$ cat src/hw/rtl/mrm_pkg.sv
// ----------------------------------------------------------------------------
// mrm_pkg
// Shared types, codes and the Modbus CRC byte step for the RTU master framer.
// ----------------------------------------------------------------------------
`default_nettype none

package mrm_pkg;

  localparam int MAX_FRAME_BYTES = 256;
  localparam int LEN_W = $clog2(MAX_FRAME_BYTES + 1);

  localparam logic [15:0] CRC_INIT = 16'hFFFF;
  localparam logic [15:0] CRC_POLY = 16'hA001;

  // Input operations.
  localparam logic [1:0] OP_START = 2'd0;
  localparam logic [1:0] OP_BYTE  = 2'd1;
  localparam logic [1:0] OP_END   = 2'd2;

  // Request kinds.
  localparam logic [2:0] RK_COILS      = 3'd0;
  localparam logic [2:0] RK_DISCRETE   = 3'd1;
  localparam logic [2:0] RK_HOLDING    = 3'd2;
  localparam logic [2:0] RK_INPUT_REGS = 3'd3;
  localparam logic [2:0] RK_WRITE_COIL = 3'd4;
  localparam logic [2:0] RK_WRITE_REG  = 3'd5;

  // Result kinds.
  localparam logic [1:0] KIND_TX     = 2'd0;
  localparam logic [1:0] KIND_DATA   = 2'd1;
  localparam logic [1:0] KIND_STATUS = 2'd2;

  // Reply status codes.
  localparam logic [2:0] ST_OK        = 3'd0;
  localparam logic [2:0] ST_SHORT     = 3'd1;
  localparam logic [2:0] ST_CRC       = 3'd2;
  localparam logic [2:0] ST_HEADER    = 3'd3;
  localparam logic [2:0] ST_COUNT     = 3'd4;
  localparam logic [2:0] ST_ECHO      = 3'd5;

  localparam int FRAME_BODY = 6;

  typedef struct packed {
    logic [1:0]  op;
    logic [2:0]  request_kind;
    logic [15:0] address;
    logic [7:0]  quantity;
    logic [15:0] write_value;
    logic [7:0]  rx_byte;
  } in_item_t;

  typedef struct packed {
    logic [1:0]  kind;
    logic [7:0]  tx_byte;
    logic [15:0] data_value;
    logic [7:0]  data_index;
    logic [3:0]  bit_count;
    logic [2:0]  status;
    logic        last;
  } out_item_t;

  // Hand-off from the reply engine to the output sequencer.
  typedef struct packed {
    logic                           frame;
    logic                           single;
    logic [FRAME_BODY-1:0][7:0]     frame_bytes;
    out_item_t                      result;
  } tx_load_t;

  function automatic logic [15:0] crc_step(input logic [15:0] crc_in, input logic [7:0] b);
    logic [15:0] c;
    c = crc_in ^ {8'h00, b};
    for (int k = 0; k < 8; k++) begin
      if (c[0]) begin
        c = (c >> 1) ^ CRC_POLY;
      end else begin
        c = c >> 1;
      end
    end
    return c;
  endfunction

endpackage

`default_nettype wire

$ cat src/hw/rtl/modbus_rtu_master_framer.sv
// Flow: an item is registered at acceptance; its result is registered again
// in the output sequencer, once that is free, and shown from there.
// Throughput: one reply byte or end item per cycle unless the output stalls; a
// start item holds the input until the single output sequencer sends 8 bytes.
// Reset: synchronous; clears the pending request, reply checks and queues,
// and sets the slave id to 1.
// ----------------------------------------------------------------------------
// modbus_rtu_master_framer
// Modbus RTU master request builder and reply checker with an input register
// in front of the reply engine and an output sequencer behind it.
// ----------------------------------------------------------------------------
`default_nettype none

module modbus_rtu_master_framer (
  input  wire logic               clk,
  input  wire logic               rst,
  input  wire logic               cfg_we,
  input  wire logic [7:0]         cfg_wdata,
  input  wire logic               in_valid,
  output logic                    in_stall,
  input  wire mrm_pkg::in_item_t  in_data,
  output logic                    out_valid,
  input  wire logic               out_stall,
  output mrm_pkg::out_item_t      out_data
);

  logic              in_full;
  mrm_pkg::in_item_t in_reg;
  logic              fire;
  logic              tx_ready;
  mrm_pkg::tx_load_t load;

  assign in_stall = in_full && !fire;

  always_ff @(posedge clk) begin
    if (rst) begin
      in_full <= 1'b0;
    end else if (!in_stall) begin
      in_full <= in_valid;
    end
  end

  always_ff @(posedge clk) begin
    if (in_valid && !in_stall) begin
      in_reg <= in_data;
    end
  end

  mrm_core u_core (
    .clk        (clk),
    .rst        (rst),
    .cfg_we     (cfg_we),
    .cfg_wdata  (cfg_wdata),
    .item_valid (in_full),
    .item       (in_reg),
    .tx_ready   (tx_ready),
    .fire       (fire),
    .load       (load)
  );

  mrm_tx u_tx (
    .clk       (clk),
    .rst       (rst),
    .load      (load),
    .load_en   (fire),
    .ready     (tx_ready),
    .out_valid (out_valid),
    .out_stall (out_stall),
    .out_data  (out_data)
  );

endmodule

`default_nettype wire

$ cat src/hw/rtl/mrm_core.sv
// ----------------------------------------------------------------------------
// mrm_core
// Request setup and reply checking: holds the pending request, the two-byte
// reply delay line, the running CRC and the header, echo and count checks.
// ----------------------------------------------------------------------------
`default_nettype none

module mrm_core (
  input  wire logic             clk,
  input  wire logic             rst,
  input  wire logic             cfg_we,
  input  wire logic [7:0]       cfg_wdata,
  input  wire logic             item_valid,
  input  wire mrm_pkg::in_item_t item,
  input  wire logic             tx_ready,
  output logic                  fire,
  output mrm_pkg::tx_load_t     load
);

  localparam int LW = mrm_pkg::LEN_W;

  logic [7:0]    node_id;
  logic [2:0]    pending_kind, pending_kind_next;
  logic [15:0]   pending_address, pending_address_next;
  logic [7:0]    pending_quantity, pending_quantity_next;
  logic [15:0]   pending_value, pending_value_next;
  logic [LW-1:0] reply_length, reply_length_next;
  logic [7:0]    held0, held0_next, held1, held1_next;
  logic [15:0]   running_crc, running_crc_next;
  logic [7:0]    reply_count_byte, reply_count_byte_next;
  logic          header_mismatch, header_mismatch_next;
  logic          echo_mismatch, echo_mismatch_next;
  logic [7:0]    word_high_byte, word_high_byte_next;

  logic          is_write, is_coil;
  logic [LW-1:0] p, pos;
  logic [LW+2:0] first_coil;
  logic [LW+2:0] coil_rem;
  logic [3:0]    coil_n;
  logic [7:0]    coil_mask;
  logic [LW-1:0] reg_idx;
  logic [7:0]    want;
  logic [7:0]    echo0, echo1;
  logic [8:0]    want_coil_count, want_reg_count;
  logic [2:0]    status;
  logic [15:0]   crc_upd;

  assign fire     = item_valid && tx_ready;
  assign is_write = pending_kind >= mrm_pkg::RK_WRITE_COIL;
  assign is_coil  = pending_kind <= mrm_pkg::RK_DISCRETE;
  assign p        = reply_length - LW'(2);
  assign pos      = reply_length - LW'(5);
  assign first_coil = {pos, 3'b000};
  assign coil_rem = {{(LW-5){1'b0}}, pending_quantity} - first_coil;
  assign coil_n   = (coil_rem > (LW+3)'(8)) ? 4'd8 : coil_rem[3:0];
  assign coil_mask = 8'hFF >> (4'd8 - coil_n);
  assign reg_idx  = {1'b0, pos[LW-1:1]};
  assign crc_upd  = mrm_pkg::crc_step(running_crc, held0);
  assign echo0    = (pending_kind == mrm_pkg::RK_WRITE_COIL) ?
                    ((pending_value != 16'h0000) ? 8'hFF : 8'h00) : pending_value[15:8];
  assign echo1    = (pending_kind == mrm_pkg::RK_WRITE_COIL) ? 8'h00 : pending_value[7:0];
  assign want_coil_count = ({1'b0, pending_quantity} + 9'd7) >> 3;
  assign want_reg_count  = {pending_quantity, 1'b0};

  always_comb begin
    priority if (p == LW'(2)) begin
      want = pending_address[15:8];
    end else if (p == LW'(3)) begin
      want = pending_address[7:0];
    end else if (p == LW'(4)) begin
      want = echo0;
    end else begin
      want = echo1;
    end
  end

  // Status in the order the checks are defined.
  always_comb begin
    priority if (reply_length < LW'(5)) begin
      status = mrm_pkg::ST_SHORT;
    end else if (held0 != running_crc[15:8] || held1 != running_crc[7:0]) begin
      status = mrm_pkg::ST_CRC;
    end else if (header_mismatch) begin
      status = mrm_pkg::ST_HEADER;
    end else if (is_coil) begin
      status = ({1'b0, reply_count_byte} != want_coil_count) ? mrm_pkg::ST_COUNT
                                                             : mrm_pkg::ST_OK;
    end else if (!is_write) begin
      status = ({1'b0, reply_count_byte} != want_reg_count) ? mrm_pkg::ST_COUNT
                                                            : mrm_pkg::ST_OK;
    end else begin
      status = (echo_mismatch || reply_length < LW'(8)) ? mrm_pkg::ST_ECHO
                                                        : mrm_pkg::ST_OK;
    end
  end

  always_comb begin
    pending_kind_next     = pending_kind;
    pending_address_next  = pending_address;
    pending_quantity_next = pending_quantity;
    pending_value_next    = pending_value;
    reply_length_next     = reply_length;
    held0_next            = held0;
    held1_next            = held1;
    running_crc_next      = running_crc;
    reply_count_byte_next = reply_count_byte;
    header_mismatch_next  = header_mismatch;
    echo_mismatch_next    = echo_mismatch;
    word_high_byte_next   = word_high_byte;
    load                  = '0;

    unique case (item.op)
      mrm_pkg::OP_START: begin
        if (item.request_kind <= mrm_pkg::RK_WRITE_REG) begin
          pending_kind_next     = item.request_kind;
          pending_address_next  = item.address;
          pending_quantity_next = item.quantity;
          pending_value_next    = item.write_value;
          reply_length_next     = '0;
          held0_next            = '0;
          held1_next            = '0;
          running_crc_next      = mrm_pkg::CRC_INIT;
          reply_count_byte_next = '0;
          header_mismatch_next  = 1'b0;
          echo_mismatch_next    = 1'b0;
          word_high_byte_next   = '0;
          load.frame            = 1'b1;
          load.frame_bytes[0]   = node_id;
          load.frame_bytes[1]   = {5'b0, item.request_kind} + 8'd1;
          load.frame_bytes[2]   = item.address[15:8];
          load.frame_bytes[3]   = item.address[7:0];
          if (item.request_kind <= mrm_pkg::RK_INPUT_REGS) begin
            load.frame_bytes[4] = 8'h00;
            load.frame_bytes[5] = item.quantity;
          end else if (item.request_kind == mrm_pkg::RK_WRITE_COIL) begin
            load.frame_bytes[4] = (item.write_value != 16'h0000) ? 8'hFF : 8'h00;
            load.frame_bytes[5] = 8'h00;
          end else begin
            load.frame_bytes[4] = item.write_value[15:8];
            load.frame_bytes[5] = item.write_value[7:0];
          end
        end
      end
      mrm_pkg::OP_BYTE: begin
        if (reply_length < LW'(mrm_pkg::MAX_FRAME_BYTES)) begin
          // The oldest held byte is now known to be payload, not CRC.
          if (reply_length >= LW'(2)) begin
            running_crc_next = crc_upd;
            priority if (p == LW'(0)) begin
              if (held0 != node_id) header_mismatch_next = 1'b1;
            end else if (p == LW'(1)) begin
              if (held0 != ({5'b0, pending_kind} + 8'd1)) header_mismatch_next = 1'b1;
            end else if (is_write) begin
              if (p <= LW'(5) && held0 != want) echo_mismatch_next = 1'b1;
            end else if (p == LW'(2)) begin
              reply_count_byte_next = held0;
            end else if (is_coil) begin
              if (first_coil < {{(LW-5){1'b0}}, pending_quantity}) begin
                load.single            = 1'b1;
                load.result.kind       = mrm_pkg::KIND_DATA;
                load.result.data_value = {8'h00, held0 & coil_mask};
                load.result.data_index = first_coil[7:0];
                load.result.bit_count  = coil_n;
              end
            end else if (!pos[0]) begin
              word_high_byte_next = held0;
            end else begin
              if (reg_idx < LW'(pending_quantity)) begin
                load.single            = 1'b1;
                load.result.kind       = mrm_pkg::KIND_DATA;
                load.result.data_value = {word_high_byte, held0};
                load.result.data_index = reg_idx[7:0];
              end
            end
          end
          held0_next        = held1;
          held1_next        = item.rx_byte;
          reply_length_next = reply_length + LW'(1);
        end
      end
      mrm_pkg::OP_END: begin
        load.single           = 1'b1;
        load.result.kind      = mrm_pkg::KIND_STATUS;
        load.result.status    = status;
        load.result.last      = 1'b1;
        reply_length_next     = '0;
        held0_next            = '0;
        held1_next            = '0;
        running_crc_next      = mrm_pkg::CRC_INIT;
        reply_count_byte_next = '0;
        header_mismatch_next  = 1'b0;
        echo_mismatch_next    = 1'b0;
        word_high_byte_next   = '0;
      end
      default: begin
      end
    endcase
  end

  always_ff @(posedge clk) begin
    if (rst) begin
      node_id <= 8'h01;
    end else if (cfg_we) begin
      node_id <= cfg_wdata;
    end
  end

  always_ff @(posedge clk) begin
    if (rst) begin
      pending_kind     <= '0;
      pending_address  <= '0;
      pending_quantity <= '0;
      pending_value    <= '0;
      reply_length     <= '0;
      held0            <= '0;
      held1            <= '0;
      running_crc      <= mrm_pkg::CRC_INIT;
      reply_count_byte <= '0;
      header_mismatch  <= 1'b0;
      echo_mismatch    <= 1'b0;
      word_high_byte   <= '0;
    end else if (fire) begin
      pending_kind     <= pending_kind_next;
      pending_address  <= pending_address_next;
      pending_quantity <= pending_quantity_next;
      pending_value    <= pending_value_next;
      reply_length     <= reply_length_next;
      held0            <= held0_next;
      held1            <= held1_next;
      running_crc      <= running_crc_next;
      reply_count_byte <= reply_count_byte_next;
      header_mismatch  <= header_mismatch_next;
      echo_mismatch    <= echo_mismatch_next;
      word_high_byte   <= word_high_byte_next;
    end
  end

endmodule

`default_nettype wire

$ cat src/hw/rtl/mrm_tx.sv
// ----------------------------------------------------------------------------
// mrm_tx
// Output sequencer: plays out an 8-byte request with its CRC computed one
// byte per beat, or presents a single data or status result.
// ----------------------------------------------------------------------------
`default_nettype none

module mrm_tx (
  input  wire logic              clk,
  input  wire logic              rst,
  input  wire mrm_pkg::tx_load_t load,
  input  wire logic              load_en,
  output logic                   ready,
  output logic                   out_valid,
  input  wire logic              out_stall,
  output mrm_pkg::out_item_t     out_data
);

  logic                                 active;
  logic                                 is_frame;
  logic [2:0]                           idx;
  logic [mrm_pkg::FRAME_BODY-1:0][7:0]  frame_bytes;
  logic [15:0]                          crc;
  mrm_pkg::out_item_t                   res;
  logic [7:0]                           cur_byte;
  logic                                 accept, final_beat;

  assign accept     = active && !out_stall;
  assign final_beat = !is_frame || idx == 3'd7;
  assign ready      = !active || (accept && final_beat);
  assign out_valid  = active;

  always_comb begin
    unique case (idx)
      3'd0: cur_byte = frame_bytes[0];
      3'd1: cur_byte = frame_bytes[1];
      3'd2: cur_byte = frame_bytes[2];
      3'd3: cur_byte = frame_bytes[3];
      3'd4: cur_byte = frame_bytes[4];
      3'd5: cur_byte = frame_bytes[5];
      3'd6: cur_byte = crc[15:8];
      3'd7: cur_byte = crc[7:0];
    endcase
  end

  always_comb begin
    if (is_frame) begin
      out_data         = '0;
      out_data.kind    = mrm_pkg::KIND_TX;
      out_data.tx_byte = cur_byte;
      out_data.last    = idx == 3'd7;
    end else begin
      out_data = res;
    end
  end

  always_ff @(posedge clk) begin
    if (rst) begin
      active   <= 1'b0;
      is_frame <= 1'b0;
      idx      <= '0;
    end else if (load_en && (load.frame || load.single)) begin
      active   <= 1'b1;
      is_frame <= load.frame;
      idx      <= '0;
    end else if (accept) begin
      if (final_beat) active <= 1'b0;
      idx <= idx + 3'd1;
    end
  end

  always_ff @(posedge clk) begin
    if (load_en && (load.frame || load.single)) begin
      frame_bytes <= load.frame_bytes;
      res         <= load.result;
      crc         <= mrm_pkg::CRC_INIT;
    end else if (accept && is_frame && idx < 3'd6) begin
      crc <= mrm_pkg::crc_step(crc, cur_byte);
    end
  end

endmodule

`default_nettype wire

$ cat config.mk
export PLATFORM = sky130hd
export DESIGN_NAME = modbus_rtu_master_framer
export DESIGN_NICKNAME = d
export VERILOG_FILES = /design/src/hw/rtl/mrm_pkg.sv /design/src/hw/rtl/modbus_rtu_master_framer.sv /design/src/hw/rtl/mrm_core.sv /design/src/hw/rtl/mrm_tx.sv
export SDC_FILE = /design/constraint.sdc
export NUM_CORES = 1
export LEC_CHECK = 0
export BUFFER_PORTS_ARGS = -buffer_cell sky130_fd_sc_hd__buf_2
export CAP_MARGIN = 20
export CORE_ASPECT_RATIO = 0.5
export CORE_MARGIN = 3
export CORE_UTILIZATION = 25
export CTS_CLUSTER_SIZE = 30
export DETAILED_ROUTE_END_ITERATION = 12
export PLACE_DENSITY = 0.45
export SETUP_SLACK_MARGIN = 0.3
export SLEW_MARGIN = 20
export SYNTH_ARGS = -nofsm -noshare
export SYNTH_HDL_FRONTEND = slang
export SYNTH_SLANG_ARGS = --single-unit
$ cat constraint.sdc
create_clock -name clk -period 6.43 [get_ports clk]
set_input_delay 1.286 -clock clk [delete_from_list [all_inputs] [get_ports clk]]
set_output_delay 1.286 -clock clk [all_outputs]
set_load 0.02 [all_outputs]
==> impl_metrics.yaml <==
clock_tree:
  cts_root_buf: "clkbuf_16"
  cts_tree: "done"
  clk_path_buf_depth: 3
  cts_htree_levels: 1
  post_cts_resized: 0
  clk_latency_ns: 0.57
  clk_pin_slew_ns: 0.07
  clkSinkCount: 262
  numCtsBuffers: 28
  postCtsHoldBufs: 0
  postCtsSetupRepairBufs: 0
layout:
  layout-drive-gt1-share_pct: 14.4
  largest_reg_flops: 53
  n_fill_cell: 5320
  syn2layout_area_growth_pct: 17.1
  regArea_um2: 6550
  multi_input_area_um2: 6030
  nNetsFinal: 1475
setup_path:
  reg2reg_to: "u_tx.res[11]$_SDFFCE_PP0P_"
  cp-start-kind: "register"
  critPathCapture: "u_tx.res[11]$_SDFFCE_PP0P_"
  crit_type: "reg -> reg"
  reg2reg_setup_slack_ns: 1.08
  crit_arrival_ns: 5.56
  crit_chain: "inv_1 -> ha_1 -> nor2b_1 -> o21ai_0 -> o21ai_0 -> inv_1 -> ha_1 -> o311ai_0 -> a311o_2 -> nor2_4 -> o21a_1 -> o21ai_1 -> a21o_1 -> clkinv_2 -> buf_4"
  timing.rr.start: "u_core.reply_length[0]$_SDFFE_PP0P_"
  worstPathRequired_ns: 6.64
  r2r_cells: 15
  slowest_stage: "dfxtp_1"
  critPathLaunch: "u_core.reply_length[0]$_SDFFE_PP0P_"
  cp-end-kind: "register"
  crit_path_max_incr_delay_ns: 0.60
  crit_fanout: 27
detailed_routing:
  vias_per_cell: 4.65
  wire_per_inst_um: 18.9
  drtIter0Drc: 670
  routed_wl_um: 39300
  ant_nets: 0
  vias: 9670
  firstDrtPassIters: 5
  drc_errors: 0
power_and_ir_drop:
  vdd_ir_drop_max_mv: 0.173
  p_sw_share_pct: 25.0
  p_switching_uw: 982
  p_clk_share_pct: 43.2
  p_int_mw: 2.95
  power_frac_seq_pct: 47.6
  power_density_nw_per_um2: 258
  p_leak_nw: 5.72
  p_comb_share_pct: 9.1
floorplan:
  row_count: 58
  io_pins: 110
  start_util_pct: 25.6
  die-area_um2: 55000
  core_um2: 50900
  die_x_um: 329
  dieHeight_um: 167
timing:
  layout_setup_ws_ns: 1.08
  setup_violations: 0
  worst_pin_slew_ns: 0.949
  hold_violations: 0
  maxSlewViolCount: 0
  post-route-period-util_pct: 83.2
  skew_ns: 0.0251
  max_freq_mhz: 187
  tns_ns: 0
  rsz0062_at_grt: "false"
  hold_ws_ns: 0.460
  layout_min_cycle_time_ns: 5.35
  slew_headroom_pct: 36.6
logic_synthesis:
  ys_top_cells_by_area: "edfxtp_1 30%, dfxtp_1 20%, nand2_1 4.4%, xor2_1 3.9%, ha_1 3.8%"
  seq_area_frac_synth_pct: 50.3
  yosys_warnings: 0
  synth_seq_cells: 262
  synth_top_cell_by_area: "edfxtp_1"
  netlist.area_leader.share_pct: 30.0
  synth-edff-count: 130
  async_reset_ff_share_pct: 0
  ys_types: 83
  synth.top_cells.by_count: "151 x nand2_1, 132 x dfxtp_1, 130 x edfxtp_1, 94 x nor2_1, 76 x a21oi_1"
  synthFlopType: "dfxtp_1"
  yosysMostFrequentCell: "nand2_1"
  syn_area_um2: 13000
  postSynthAreaPerCell_um2: 10.1
  synth_cells: 1287
  syn-num-nets: 1394
hold_path:
  min_path_cells: 2
  holdCritPathClass: "reg -> reg"
outcome:
  status: "completed"
global_route:
  grt_pass1_vias: 9482
  grt_overflow_total: 0
  grt_usage_pct: 14.0
  grt_pass1_wl_um: 59700
  antenna_found_initial: 1
  grt_max_degree: 75
place:
  gp_congestion: 0.852
  dp_hpwl_um: 28800
  portBuffers: 109
  dp_slack_ns: 1.13
job:
  cap_viol_max_count: 0
[per-layer routing]
metal / vias to the layer above / GRT usage, % / part of all wire [%]
li1: 4750 / - / -
met1: 4707 / 20.5 / 49
met2: 179 / 22.2 / 45
met3: 34 / 2.01 / 4.0
met4: 0 / 2.60 / 1.6
met5: - / 0 / 0
[kinds of logic after synthesis]
| logic type | count (synthesis) | share of synthesized area [%] |
|---|---|---|
| and+or+nand+nor | 464 | 18.0 |
| xor gates and xnor gates | 108 | 7.59 |
| DFF | 262 | 50.3 |
| buffers and inverters | 115 | 3.47 |
| muxes | 31 | 2.39 |
| adders and majority gates | 42 | 4.08 |
| AOI/OAI and AO/OA | 265 | 14.2 |
[worst max-delay path: cells and delay by family, from the launching register on]
family                   cells  cell delay, ns
flip-flops                   1            0.60
AO/OA/AOI/OAI                7            1.86
adder cells (fa/ha/maj)      2            0.74
AND/OR/NAND/NOR              2            0.68
buffers and inverters        4            1.09
[stage by stage]
stage / cells / power (mW) / utilization (%) / instance area, µm²
final: 2080 / 3.94 / 30.0 / 15200
after global routing: 2079 / 4.09 / 30.0 / 15200
after CTS: 2079 / 3.98 / 30.0 / 15200
after detailed placement: 2028 / 2.27 / 28.0 / 14300
after global placement: 2028 / 2.28 / 28.0 / 14300
after floorplan: 1287 / 2.13 / - / 13000
[power groups by stage]
| stage | clock network (mW) | registers [mW] | logic [mW] |
|---|---|---|---|
| after floorplan | 0 | 1.88 | 0.258 |
| after global placement | 0 | 1.91 | 0.361 |
| after detailed placement | 0 | 1.91 | 0.361 |
| after CTS | 1.74 | 1.88 | 0.362 |
| after global routing | 1.81 | 1.88 | 0.397 |
| final | 1.70 | 1.88 | 0.359 |
[area by class of cell]
type	count	area share [%]
clock inverters	15	1.18
inverters	39	0.969
multi-input cells	910	39.6
flip-flops and latches	262	42.9
repair buffers	127	4.47
clock buffers	36	5.20
well taps	690	5.66
diodes	1	0.0164
[worst min-delay path by stage]
stage | start | end
floorplan | u_core.pending_address[2]$_SDFFE_PP0P_ | u_core.pending_address[2]$_SDFFE_PP0P_
global placement | u_core.pending_address[5]$_SDFFE_PP0P_ | u_core.pending_address[5]$_SDFFE_PP0P_
detailed placement | u_core.pending_address[11]$_SDFFE_PP0P_ | u_core.pending_address[11]$_SDFFE_PP0P_
CTS | u_core.pending_address[9]$_SDFFE_PP0P_ | u_core.pending_address[9]$_SDFFE_PP0P_
global route | u_core.pending_address[1]$_SDFFE_PP0P_ | u_core.pending_address[1]$_SDFFE_PP0P_
finish | u_core.pending_address[11]$_SDFFE_PP0P_ | u_core.pending_address[11]$_SDFFE_PP0P_
[cells in the final DEF, fill, tap and decap left out, types with 5 or more instances in the layout]
master      synthesis  routed
ha_1               40      40
a22o_1             12      12
o21ai_1             7       7
xor2_1             58      58
clkbuf_16           0      29
mux2i_1            30      30
nand3_1            14      14
nand2b_1           28      28
o21a_1             11      11
edfxtp_1          130     130
clkinvlp_4          0       5
o211ai_1           14      14
nand2_1           151     151
a31oi_1             7       7
nor4_1             16      16
a222oi_1            7       7
nor3_1             14      14
and2_1             51      51
a22oi_1            20      20
nand4_1            14      14
nor2b_1            44      44
buf_4               1      18
xnor2_1            47      47
inv_1              37      37
or4_1               5       5
nor2_1             94      92
o22ai_1            44      44
o21ai_0            14      14
dfxtp_1           132     132
buf_2               7     109
o311a_1             5       5
a21oi_1            76      76
No activity file was read; power rests on OpenSTA's default activity.
